<file path="src/rtl/nrcb_pkg.sv">
`default_nettype none

package nrcb_pkg;

    // Port width of every pixel field, and the width the filter actually uses.
    localparam int PORT_W = 16;
    localparam int PIX_W  = 16;

    // Nine pixels plus rounding, and sixteen-weight blur plus rounding, fit here.
    localparam int SUM_W  = PIX_W + 4;

    localparam int MODE_W = 5;

    // Divide by nine as a multiply by a rounded-up reciprocal and a shift.
    localparam int DIV_SHIFT = SUM_W + 4;
    localparam int RECIP_W   = SUM_W + 1;
    localparam logic [RECIP_W-1:0] DIV9_RECIP =
        RECIP_W'(((64'd1 << DIV_SHIFT) + 64'd8) / 64'd9);

    localparam logic [MODE_W-1:0] MODE_CLIP_MINMAX = 5'd1;
    localparam logic [MODE_W-1:0] MODE_CLIP_RANK4  = 5'd4;
    localparam logic [MODE_W-1:0] MODE_BLUR_A      = 5'd11;
    localparam logic [MODE_W-1:0] MODE_BLUR_B      = 5'd12;
    localparam logic [MODE_W-1:0] MODE_MEAN8       = 5'd19;
    localparam logic [MODE_W-1:0] MODE_MEAN9       = 5'd20;

    typedef logic [PIX_W-1:0] pix_t;
    typedef logic [7:0][PIX_W-1:0] pix8_t;

    typedef enum logic [2:0] {
        CLS_PASS,
        CLS_CLIP,
        CLS_BLUR,
        CLS_MEAN8,
        CLS_MEAN9
    } op_cls_t;

    // Captured window, neighbors ordered UL, UM, UR, ML, MR, LL, LM, LR.
    typedef struct packed {
        pix_t  centre;
        pix8_t nbr;
        logic  border;
    } win_t;

    typedef struct packed {
        op_cls_t          cls;
        pix_t             centre;
        pix_t             lo;
        pix_t             hi;
        pix_t             avg;
        logic [SUM_W-1:0] sum9;
    } mid_t;

    function automatic op_cls_t mode_class(input logic [MODE_W-1:0] mode,
                                           input logic border);
        op_cls_t cls;
        begin
            cls = CLS_PASS;
            if (!border)
            begin
                if (mode inside {[MODE_CLIP_MINMAX:MODE_CLIP_RANK4]})
                    cls = CLS_CLIP;
                else if (mode inside {MODE_BLUR_A, MODE_BLUR_B})
                    cls = CLS_BLUR;
                else if (mode == MODE_MEAN8)
                    cls = CLS_MEAN8;
                else if (mode == MODE_MEAN9)
                    cls = CLS_MEAN9;
                else
                    cls = CLS_PASS;
            end
            return cls;
        end
    endfunction

endpackage

`default_nettype wire

</file>
<file path="src/rtl/neighborhood_rank_clip_blur_3x3.sv">
`default_nettype none

// 3x3 rank-clip / blur filter. Pulse start with a window while busy is low and
// done pulses for one cycle with filtered_pixel; busy never rises, so a new
// window can be given every cycle and results come out in order at one per
// cycle. The window passes three register stages in order: the input
// register, a stage after the neighbor ranking and sums, and the result
// register after the clamp and divide-by-nine multiply. The receiver cannot
// stall, so done must be taken when it shows. Write filter_mode through
// cfg_valid/cfg_data only while no window is in flight.
module neighborhood_rank_clip_blur_3x3 (
    input  wire logic                          clk,
    input  wire logic                          rst_n,
    input  wire logic                          cfg_valid,
    output logic                               cfg_ready,
    input  wire logic [nrcb_pkg::MODE_W-1:0]   cfg_data,
    input  wire logic                          start,
    output logic                               busy,
    input  wire logic [nrcb_pkg::PORT_W-1:0]   centre_pixel,
    input  wire logic [nrcb_pkg::PORT_W-1:0]   upper_left,
    input  wire logic [nrcb_pkg::PORT_W-1:0]   upper_mid,
    input  wire logic [nrcb_pkg::PORT_W-1:0]   upper_right,
    input  wire logic [nrcb_pkg::PORT_W-1:0]   mid_left,
    input  wire logic [nrcb_pkg::PORT_W-1:0]   mid_right,
    input  wire logic [nrcb_pkg::PORT_W-1:0]   lower_left,
    input  wire logic [nrcb_pkg::PORT_W-1:0]   lower_mid,
    input  wire logic [nrcb_pkg::PORT_W-1:0]   lower_right,
    input  wire logic                          on_border,
    output logic                               done,
    output logic [nrcb_pkg::PORT_W-1:0]        filtered_pixel
);
    import nrcb_pkg::*;

    logic [MODE_W-1:0] mode_reg;
    logic [MODE_W-1:0] mode_next;
    logic              accept;

    win_t win_reg;
    win_t win_next;
    logic win_vld_reg;

    mid_t mid_reg;
    mid_t mid_next;
    logic mid_vld_reg;

    pix_t res_reg;
    pix_t res_next;
    logic done_reg;

    pix_t       lo;
    pix_t       hi;
    pix_t       blur;
    pix_t       mean8;
    logic [SUM_W-1:0] sum9;
    logic [MODE_W-1:0] mode_off;

    assign cfg_ready = 1'b1;
    assign busy      = 1'b0;
    assign accept    = start && !busy;

    assign mode_next = (cfg_valid && cfg_ready) ? cfg_data : mode_reg;

    always_comb
    begin
        win_next.centre = centre_pixel[PIX_W-1:0];
        win_next.nbr[0] = upper_left[PIX_W-1:0];
        win_next.nbr[1] = upper_mid[PIX_W-1:0];
        win_next.nbr[2] = upper_right[PIX_W-1:0];
        win_next.nbr[3] = mid_left[PIX_W-1:0];
        win_next.nbr[4] = mid_right[PIX_W-1:0];
        win_next.nbr[5] = lower_left[PIX_W-1:0];
        win_next.nbr[6] = lower_mid[PIX_W-1:0];
        win_next.nbr[7] = lower_right[PIX_W-1:0];
        win_next.border = on_border;
    end

    // Rank offset into the sorted neighbors: mode 1 picks min/max.
    assign mode_off = mode_reg - MODE_CLIP_MINMAX;

    nrcb_rank u_rank (
        .nbr      (win_reg.nbr),
        .rank_sel (mode_off[1:0]),
        .lo       (lo),
        .hi       (hi)
    );

    nrcb_sum u_sum (
        .centre (win_reg.centre),
        .nbr    (win_reg.nbr),
        .blur   (blur),
        .mean8  (mean8),
        .sum9   (sum9)
    );

    always_comb
    begin
        mid_next.cls    = mode_class(mode_reg, win_reg.border);
        mid_next.centre = win_reg.centre;
        mid_next.lo     = lo;
        mid_next.hi     = hi;
        mid_next.avg    = (mid_next.cls == CLS_BLUR) ? blur : mean8;
        mid_next.sum9   = sum9;
    end

    nrcb_final u_final (
        .mid (mid_reg),
        .pix (res_next)
    );

    always_ff @(posedge clk or negedge rst_n)
    begin
        if (!rst_n)
        begin
            mode_reg    <= '0;
            win_vld_reg <= 1'b0;
            mid_vld_reg <= 1'b0;
            done_reg    <= 1'b0;
        end
        else
        begin
            mode_reg    <= mode_next;
            win_vld_reg <= accept;
            mid_vld_reg <= win_vld_reg;
            done_reg    <= mid_vld_reg;
        end
    end

    // Payload registers: load only behind a valid item.
    always_ff @(posedge clk)
    begin
        if (accept)
            win_reg <= win_next;
        if (win_vld_reg)
            mid_reg <= mid_next;
        if (mid_vld_reg)
            res_reg <= res_next;
    end

    assign done           = done_reg;
    assign filtered_pixel = PORT_W'(res_reg);

endmodule

`default_nettype wire

</file>
<file path="src/rtl/nrcb_rank.sv">
`default_nettype none

module nrcb_rank (
    input  wire nrcb_pkg::pix8_t nbr,
    input  wire logic [1:0]      rank_sel,
    output nrcb_pkg::pix_t       lo,
    output nrcb_pkg::pix_t       hi
);
    import nrcb_pkg::*;

    logic [7:0][2:0] rank;
    logic [2:0]      lo_rank;
    logic [2:0]      hi_rank;

    // Stable rank of each neighbor: count those smaller, ties broken by position.
    always_comb
    begin
        for (int i = 0; i < 8; i++)
        begin
            rank[i] = 3'd0;
            for (int j = 0; j < 8; j++)
            begin
                if (j != i)
                begin
                    if ((nbr[j] < nbr[i]) || ((nbr[j] == nbr[i]) && (j < i)))
                        rank[i] = rank[i] + 3'd1;
                end
            end
        end
    end

    assign lo_rank = {1'b0, rank_sel};
    assign hi_rank = {1'b1, ~rank_sel};

    // Ranks are unique, so exactly one neighbor matches each selector.
    always_comb
    begin
        lo = '0;
        hi = '0;
        for (int i = 0; i < 8; i++)
        begin
            if (rank[i] == lo_rank)
                lo = lo | nbr[i];
            if (rank[i] == hi_rank)
                hi = hi | nbr[i];
        end
    end

endmodule

`default_nettype wire

</file>
<file path="src/rtl/nrcb_sum.sv">
`default_nettype none

module nrcb_sum (
    input  wire nrcb_pkg::pix_t        centre,
    input  wire nrcb_pkg::pix8_t       nbr,
    output nrcb_pkg::pix_t             blur,
    output nrcb_pkg::pix_t             mean8,
    output logic [nrcb_pkg::SUM_W-1:0] sum9
);
    import nrcb_pkg::*;

    logic [SUM_W-1:0] edge_sum;
    logic [SUM_W-1:0] corner_sum;
    logic [SUM_W-1:0] nbr_sum;
    logic [SUM_W-1:0] blur_sum;
    logic [SUM_W-1:0] mean8_sum;

    assign edge_sum   = SUM_W'(nbr[1]) + SUM_W'(nbr[3]) + SUM_W'(nbr[4]) + SUM_W'(nbr[6]);
    assign corner_sum = SUM_W'(nbr[0]) + SUM_W'(nbr[2]) + SUM_W'(nbr[5]) + SUM_W'(nbr[7]);
    assign nbr_sum    = edge_sum + corner_sum;

    assign blur_sum  = (SUM_W'(centre) << 2) + (edge_sum << 1) + corner_sum + SUM_W'(8);
    assign mean8_sum = nbr_sum + SUM_W'(4);

    assign blur  = blur_sum[PIX_W+3:4];
    assign mean8 = mean8_sum[PIX_W+2:3];
    assign sum9  = nbr_sum + SUM_W'(centre) + SUM_W'(4);

endmodule

`default_nettype wire

</file>
<file path="src/rtl/nrcb_final.sv">
`default_nettype none

module nrcb_final (
    input  wire nrcb_pkg::mid_t mid,
    output nrcb_pkg::pix_t      pix
);
    import nrcb_pkg::*;

    logic [SUM_W+RECIP_W-1:0] prod;
    pix_t                     quot;
    pix_t                     clipped;

    assign prod = (SUM_W+RECIP_W)'(mid.sum9) * (SUM_W+RECIP_W)'(DIV9_RECIP);
    assign quot = prod[DIV_SHIFT+PIX_W-1:DIV_SHIFT];

    always_comb
    begin
        if (mid.centre < mid.lo)
            clipped = mid.lo;
        else if (mid.centre > mid.hi)
            clipped = mid.hi;
        else
            clipped = mid.centre;
    end

    always_comb
    begin
        case (mid.cls)
            CLS_CLIP:  pix = clipped;
            CLS_BLUR:  pix = mid.avg;
            CLS_MEAN8: pix = mid.avg;
            CLS_MEAN9: pix = quot;
            default:   pix = mid.centre;
        endcase
    end

endmodule

`default_nettype wire

</file>
<file path="config.mk">
export PLATFORM = sky130hd
export DESIGN_NAME = neighborhood_rank_clip_blur_3x3
export DESIGN_NICKNAME = d
export VERILOG_FILES = /design/src/rtl/nrcb_pkg.sv /design/src/rtl/neighborhood_rank_clip_blur_3x3.sv /design/src/rtl/nrcb_rank.sv /design/src/rtl/nrcb_sum.sv /design/src/rtl/nrcb_final.sv
export SDC_FILE = /design/constraint.sdc
export NUM_CORES = 2
export LEC_CHECK = 0
export ABC_AREA = 0
export BUFFER_PORTS_ARGS = -buffer_cell sky130_fd_sc_hd__buf_2
export CAP_MARGIN = 20
export CELL_PAD_IN_SITES_DETAIL_PLACEMENT = 0
export CELL_PAD_IN_SITES_GLOBAL_PLACEMENT = 1
export CORE_AREA = 2 2 333 253
export DETAILED_ROUTE_END_ITERATION = 6
export DIE_AREA = 0 0 335 255
export PLACE_DENSITY_LB_ADDON = 0.1
export SLEW_MARGIN = 5
export SYNTH_ARGS = -nofsm -noshare
export SYNTH_HDL_FRONTEND = slang
export SYNTH_HIERARCHICAL = 1
export SYNTH_SLANG_ARGS = --single-unit
export TNS_END_PERCENT = 100
</file>
<file path="constraint.sdc">
create_clock -name clk -period 10.2 [get_ports clk]
set_clock_uncertainty 0.15 [all_clocks]
set_input_delay 2.04 -clock clk [delete_from_list [all_inputs] [get_ports clk]]
set_output_delay 2.04 -clock clk [all_outputs]
set_load 0.005 [all_outputs]
</file>
==> Yosys cells after proc, flatten, opt, wreduce, memory -nomap -nowiden <==
Index checks and enable logic that the tools add are counted.
W data, S select, Z words.
{ "word_totals": {"register_bits": 256, "output_inout_bits": 19} }
{ "op_classes": {"add_sub_neg": 62, "mul": 1, "order_cmp": 60, "eq_ne": 53, "muxes": 81, "n_bitwise": 15, "reduce_logical": 31} }
{ "ops": {"columns": ["op", "count"], "rows": [
  ["$lt A16 B16 Y1", 57],
  ["$eq A16 B16 Y1", 28],
  ["$mux W16", 19],
  ["$or A16 B16 Y16", 14],
  ["$mux W3", 53],
  ["$add A3 B1 Y3 const B", 48],
  ["$add A20 B16 Y20", 5],
  ["$pmux W16 S3", 1],
  ["$add A20 B20 Y20", 2],
  ["$mul A20 B18 Y37 const B", 1],
  ["$add A16 B16 Y17", 2],
  ["$logic_or A1 B1 Y1", 28],
  ["$eq A3 B2 Y1", 8],
  ["$eq A3 B3 Y1", 8],
  ["$add A18 B20 Y20", 1],
  ["$add A20 B3 Y20 const B", 1],
  ["$add A20 B4 Y20 const B", 1],
  ["$add A19 B3 Y19 const B", 1],
  ["$gt A16 B16 Y1", 1],
  ["$eq A5 B4 Y1 const B", 2],
  ["$eq A5 B5 Y1 const B", 2],
  ["$eq A3 B2 Y1 const B", 3],
  ["$mux W1", 8],
  ["$ge A5 B1 Y1 const B", 1],
  ["other kinds (8)", 8]
]} }

==> Longest topological paths before layout <==
{ "logic_depth": {"depth_word": 30, "ltp_mapped": 35} }

==> Hierarchy <==
Netlist, hierarchy kept.
{ "modules_own_cells": {"columns": ["mod", "instances", "cells_per_inst", "area_per_inst_um2", "seq_area_each_um2"], "rows": [
  ["nrcb_rank", 1, 1886, 14959.3, 0.0],
  ["neighborhood_rank_clip_blur_3x3", 1, 304, 8121.5, 7647.3],
  ["nrcb_sum", 1, 835, 6929.1, 0.0],
  ["nrcb_final", 1, 774, 6729.0, 0.0]
]} }

==> Worst setup path after synthesis <==
Ideal clock, no wire load.
{ "synth_timing": {"kind": "reg2reg", "start": "register win_reg[49] in the netlist's numbering", "end": "register mid_reg[19] in the netlist's numbering, data pin", "t_arrival_ns": 6.917, "slack_ns": 2.877, "stages_incl_launch_ff": 34, "n_path_buf": 1, "period_less_slack_ns": 7.323, "path_cell_list": "edfxtp_1 ha_1 fa_1 a21o_1 a21oi_1 o21ai_0 a31oi_1 inv_1 a21oi_1 xnor2_1 fa_1 ha_1 nand3_1 o21ai_0 nor2_1 xnor2_1 ha_1 buf_6 a21o_1 a311o_1 o221ai_2 nand2_1 xnor2_1 inv_1 ha_1 ha_1 a21o_1 a21oi_1 o21ai_0 a211o_1 a21o_1 a21oi_1 a211o_1 nand2_1"} }
{ "synth_rtl": {"columns": ["item", "line_no", "text"], "rows": [
  ["start: declaration", "neighborhood_rank_clip_blur_3x3.sv:38", "win_t win_reg;"],
  ["start signal: assignment", "neighborhood_rank_clip_blur_3x3.sv:132", "win_reg <= win_next;"],
  ["end signal: assignment", "neighborhood_rank_clip_blur_3x3.sv:134", "mid_reg <= mid_next;"],
  ["end: declaration", "neighborhood_rank_clip_blur_3x3.sv:42", "mid_t mid_reg;"]
]} }

==> Final worst setup path <==
{ "layout_timing": {"start": "register win_reg[75] in the netlist's numbering", "end": "register mid_reg[57] in the netlist's numbering, data pin"} }
{ "layout_via": {"elab_chain_cells": 24} }
{ "layout_lines": {"columns": ["item", "line_no", "text"], "rows": [
  ["parallel branches: the longest is 23 deep, another holds $lt A16 B16 Y1", null, null],
  ["$mux W16 (*)", "nrcb_rank.sv:42", "if (rank[i] == lo_rank)"],
  ["net lo[5]", "neighborhood_rank_clip_blur_3x3.sv:50", "pix_t lo;"]
]} }
Mark *: on every way through the listed nets, which the timed path passes.
A chain may end at the register's enable or synchronous reset.

==> tab_implementation.tex <==
\begin{tabular}{lr}
\hline
Metric & Value \\
\hline
\multicolumn{2}{l}{\textbf{Outcome}} \\
\quad Result of the run & finished with violations \\
\quad Violations in the final reports & DRC \\
\multicolumn{2}{l}{\textbf{STA}} \\
\quad Final number of max-transition violations & 0 \\
\quad Worst slew pin tran & 1.25 ns \\
\quad Maximum achievable frequency & 0.114 GHz \\
\quad Shortest period the worst path allows & 8.76 ns \\
\quad Sum Neg Setup Slack & 0 ns \\
\quad Final number of hold-violating endpoints & 0 \\
\quad Final number of setup-violating endpoints & 0 \\
\quad Slew HR & 16.7\% \\
\quad Share of the clock period used by the worst path after layout & 85.9\% \\
\quad RSZ-0062 raised after global routing & false \\
\multicolumn{2}{l}{\textbf{Clocking}} \\
\quad Clock latency on the worst-skew pair & 0.62 ns \\
\quad Post-cts resize count & 0 \\
\quad CTS H-tree depth & 1 \\
\quad Clock buffer count from CTS & 31 \\
\quad TritonCTS clock tree & yes \\
\quad Hold-fix buffers, CTS & 0 \\
\quad Maximum number of buffers from clock root to sink & 3 \\
\quad Clock sinks & 256 \\
\quad Post-CTS setup buffer count & 0 \\
\quad Root cell of the clock tree & sky130\_fd\_sc\_hd\_\_clkbuf\_16 \\
\quad Clock slew at the register clock pins of the worst setup and hold paths & 0.07 ns \\
\multicolumn{2}{l}{\textbf{Synth}} \\
\quad Leading register cell type out of synthesis & sky130\_fd\_sc\_hd\_\_edfxtp\_1 \\
\quad Area share of the largest cell type after synthesis & 27.8\% \\
\quad Most instantiated library cell after synthesis & sky130\_fd\_sc\_hd\_\_ha\_1 \\
\quad Count of mapped cells out of synthesis & 3799 \\
\quad Synth Net Count & 4912 \\
\quad Seq cells post-synth & 256 \\
\quad Number of enable-type register cells in the synthesized netlist & 248 \\
\quad Synthesis warning total & 6 \\
\quad Sequential share of the synthesized area & 20.8\% \\
\quad Mean cell area of the mapped netlist & 9.67 sq um \\
\quad Most area-consuming cells after synthesis & sky130\_fd\_sc\_hd\_\_ha\_1 (28\%), sky130\_fd\_sc\_hd\_\_edfxtp\_1 (20\%), sky130\_fd\_sc\_hd\_\_fa\_1 (7.8\%) \\
\quad Post-synthesis instance area & 36700 sq um \\
\quad Area leader, netlist & sky130\_fd\_sc\_hd\_\_ha\_1 \\
\quad Top cell types by occurrence after synthesis & sky130\_fd\_sc\_hd\_\_ha\_1 (815), sky130\_fd\_sc\_hd\_\_inv\_1 (423), sky130\_fd\_sc\_hd\_\_a21oi\_1 (266), sky130\_fd\_sc\_hd\_\_edfxtp\_1 (248), sky130\_fd\_sc\_hd\_\_nand2\_1 (229) \\
\quad Asr flop ratio synth & 3.13\% \\
\quad Post-synth cell types & 136 \\
\multicolumn{2}{l}{\textbf{Global routing}} \\
\quad Maximum number of pins on one net before global-route repair & 76 \\
\quad GR Util All Layers & 33.5\% \\
\quad Aggregate global routing overflow & 0 \\
\quad Number of antenna violations at the first check in global routing & 3 \\
\quad Via count of the first global-routing pass & 29.6k \\
\quad Wire length of the first global-routing pass & 208 mm \\
\multicolumn{2}{l}{\textbf{Critical path}} \\
\quad CP max-delay cell & sky130\_fd\_sc\_hd\_\_nand3\_1 \\
\quad Biggest cell delay along the critical path & 0.82 ns \\
\quad Crit path max fanout & 16 \\
\quad Required time reported for the critical path endpoint & 10.53 ns \\
\quad Most frequent cell on the critical path & sky130\_fd\_sc\_hd\_\_ha\_1 \\
\quad Critical path endpoint category & flip-flop \\
\quad Critical path arrival & 9.09 ns \\
\quad Critical path type & flip-flop to flip-flop \\
\quad Startpoint kind of the worst setup timing path & flip-flop \\
\multicolumn{2}{l}{\textbf{Die}} \\
\quad Std cell rows & 92 \\
\quad Die Area & 85400 sq um \\
\quad Die width & 335 um \\
\quad Area inside the core boundary & 82600 sq um \\
\quad Number of top-level pins & 173 \\
\quad Initial standard-cell utilization of the core & 44.5\% \\
\quad Die Span Y & 255 um \\
\multicolumn{2}{l}{\textbf{Placed design}} \\
\quad Half-perimeter wire length of the detailed placement result & 120 mm \\
\quad Final weighted congestion in routability-driven placement & 0.967 \\
\quad Input/output buffers & 170 \\
\multicolumn{2}{l}{\textbf{Drt}} \\
\quad Count of routing violations after the opening detailed-route iteration & 4359 \\
\quad Post-detailed-route count of antenna-violating nets & 0 \\
\quad DRC violation count after routing & 1 \\
\quad Pre-antenna DRT Iters & 7 \\
\quad Final wirelength & 146 mm \\
\quad Per-cell routed wire length & 28.4 um \\
\quad Average vias per placed instance & 6.27 \\
\quad Via count & 32.2k \\
\multicolumn{2}{l}{\textbf{Layout}} \\
\quad Area growth from synthesis to final layout & 9.57\% \\
\quad Max reg flops & 129 \\
\quad Final \#Nets & 5141 \\
\quad Layout filler cell count & 7813 \\
\quad Final standard cell utilization of the core & 48.7\% \\
\quad Share of post-route cells with drive strength above 1 & 11.0\% \\
\multicolumn{2}{l}{\textbf{Hold path}} \\
\quad Class of the tightest hold or removal check & flip-flop to flip-flop \\
\multicolumn{2}{l}{\textbf{Flow run}} \\
\quad Max-Cap Viols & 0 \\
\hline
\end{tabular}
[metal layers]
metal | vias up | GRT usage, % | share of wire, %
li1 | 14719 | - | -
met1 | 15439 | 53.6 | 49
met2 | 1819 | 42.7 | 36
met3 | 234 | 9.22 | 12
met4 | 0 | 8.49 | 3.1
met5 | - | 0 | 0
[cell type report]
| class | instances | area, sq um | area share (%) |
|---|---|---|---|
| multi-input combinational | 3066 | 27200 | 67.5 |
| sequential | 256 | 7650 | 19.0 |
| inverter | 425 | 1600 | 3.96 |
| timing repair buffer | 248 | 1440 | 3.57 |
| tap | 1081 | 1350 | 3.36 |
| clock buffer | 34 | 787 | 1.95 |
| clock inverter | 23 | 253 | 0.628 |
| antenna | 2 | 5.00 | 0.0124 |
[cell usage in the layout (no fill, tap or decap), types with 15 or more instances in the layout]
cell type	Yosys	layout
sky130_fd_sc_hd__nand2b_1	22	22
sky130_fd_sc_hd__nand4_1	98	98
sky130_fd_sc_hd__o211ai_1	36	36
sky130_fd_sc_hd__o21a_1	35	35
sky130_fd_sc_hd__and3_1	25	25
sky130_fd_sc_hd__nand2_1	229	229
sky130_fd_sc_hd__buf_2	10	169
sky130_fd_sc_hd__xor2_1	59	59
sky130_fd_sc_hd__nor3_1	62	62
sky130_fd_sc_hd__buf_4	6	77
sky130_fd_sc_hd__a221oi_1	16	16
sky130_fd_sc_hd__xnor2_1	128	128
sky130_fd_sc_hd__nor4_1	20	20
sky130_fd_sc_hd__nor2b_1	40	40
sky130_fd_sc_hd__or3_1	18	18
sky130_fd_sc_hd__a22oi_1	51	51
sky130_fd_sc_hd__ha_1	815	815
sky130_fd_sc_hd__o22ai_1	19	19
sky130_fd_sc_hd__inv_1	423	423
sky130_fd_sc_hd__nor2_1	171	170
sky130_fd_sc_hd__a21o_1	79	79
sky130_fd_sc_hd__a211o_1	21	21
sky130_fd_sc_hd__a32o_1	15	15
sky130_fd_sc_hd__edfxtp_1	248	248
sky130_fd_sc_hd__and2_1	18	18
sky130_fd_sc_hd__o2111ai_1	21	21
sky130_fd_sc_hd__clkbuf_16	0	31
sky130_fd_sc_hd__a31oi_1	20	20
sky130_fd_sc_hd__a21oi_1	266	266
sky130_fd_sc_hd__a211oi_1	51	51
sky130_fd_sc_hd__fa_1	144	144
sky130_fd_sc_hd__mux2_2	16	16
sky130_fd_sc_hd__o21bai_1	19	19
sky130_fd_sc_hd__nand3_1	93	93
sky130_fd_sc_hd__o21ai_0	125	125
[worst max-delay path: cells and delay by family, from the launching register on]
family / cells / cell delay (ns)
and+or+nand+nor: 11 / 2.78
AOI/OAI and AO/OA: 11 / 2.47
adders and majority gates: 6 / 1.80
buffers and inverters: 5 / 0.71
DFF: 1 / 0.68
[per-stage QoR]
step / setup slack [ns] / std cells / hold WS [ns] / area, sq um
CTS: 1.70 / 5133 / 0.245 / 40300
floorplan: 2.88 / 3799 / 0.307 / 36700
global placement: 1.78 / 5075 / 0.230 / 39200
detailed placement: 1.76 / 5076 / 0.222 / 39200
global route: 1.05 / 5133 / 0.263 / 40300
finish: 1.44 / 5135 / 0.243 / 40300
[path summary, 6_finish.rpt]
check | start | end | slack [ns] | cells after the start
worst max-delay path | win_reg[75] | mid_reg[57] | 1.44 | 33
worst min-delay path | mid_vld_reg | done | 0.24 | 0
worst max register to register | win_reg[75] | mid_reg[57] | 1.44 | 33
worst min register to register | mid_vld_reg | done | 0.24 | 0
max in group asynchronous | rst_n | win_vld_reg | 8.61 | 1
min in group asynchronous | rst_n | win_vld_reg | 1.10 | 1
[cells by family after synthesis]
group / share of synthesized area, %
fa+ha+maj: 35.6
mux: 1.10
simple gates: 12.7
compound gates: 18.5
xor+xnor: 5.94
flops: 20.8
buf+inv: 5.28
other cells: 0.0204
Power is not shown: default switching activity piles up to over one toggle a cycle in this logic, so the estimate is an artifact.
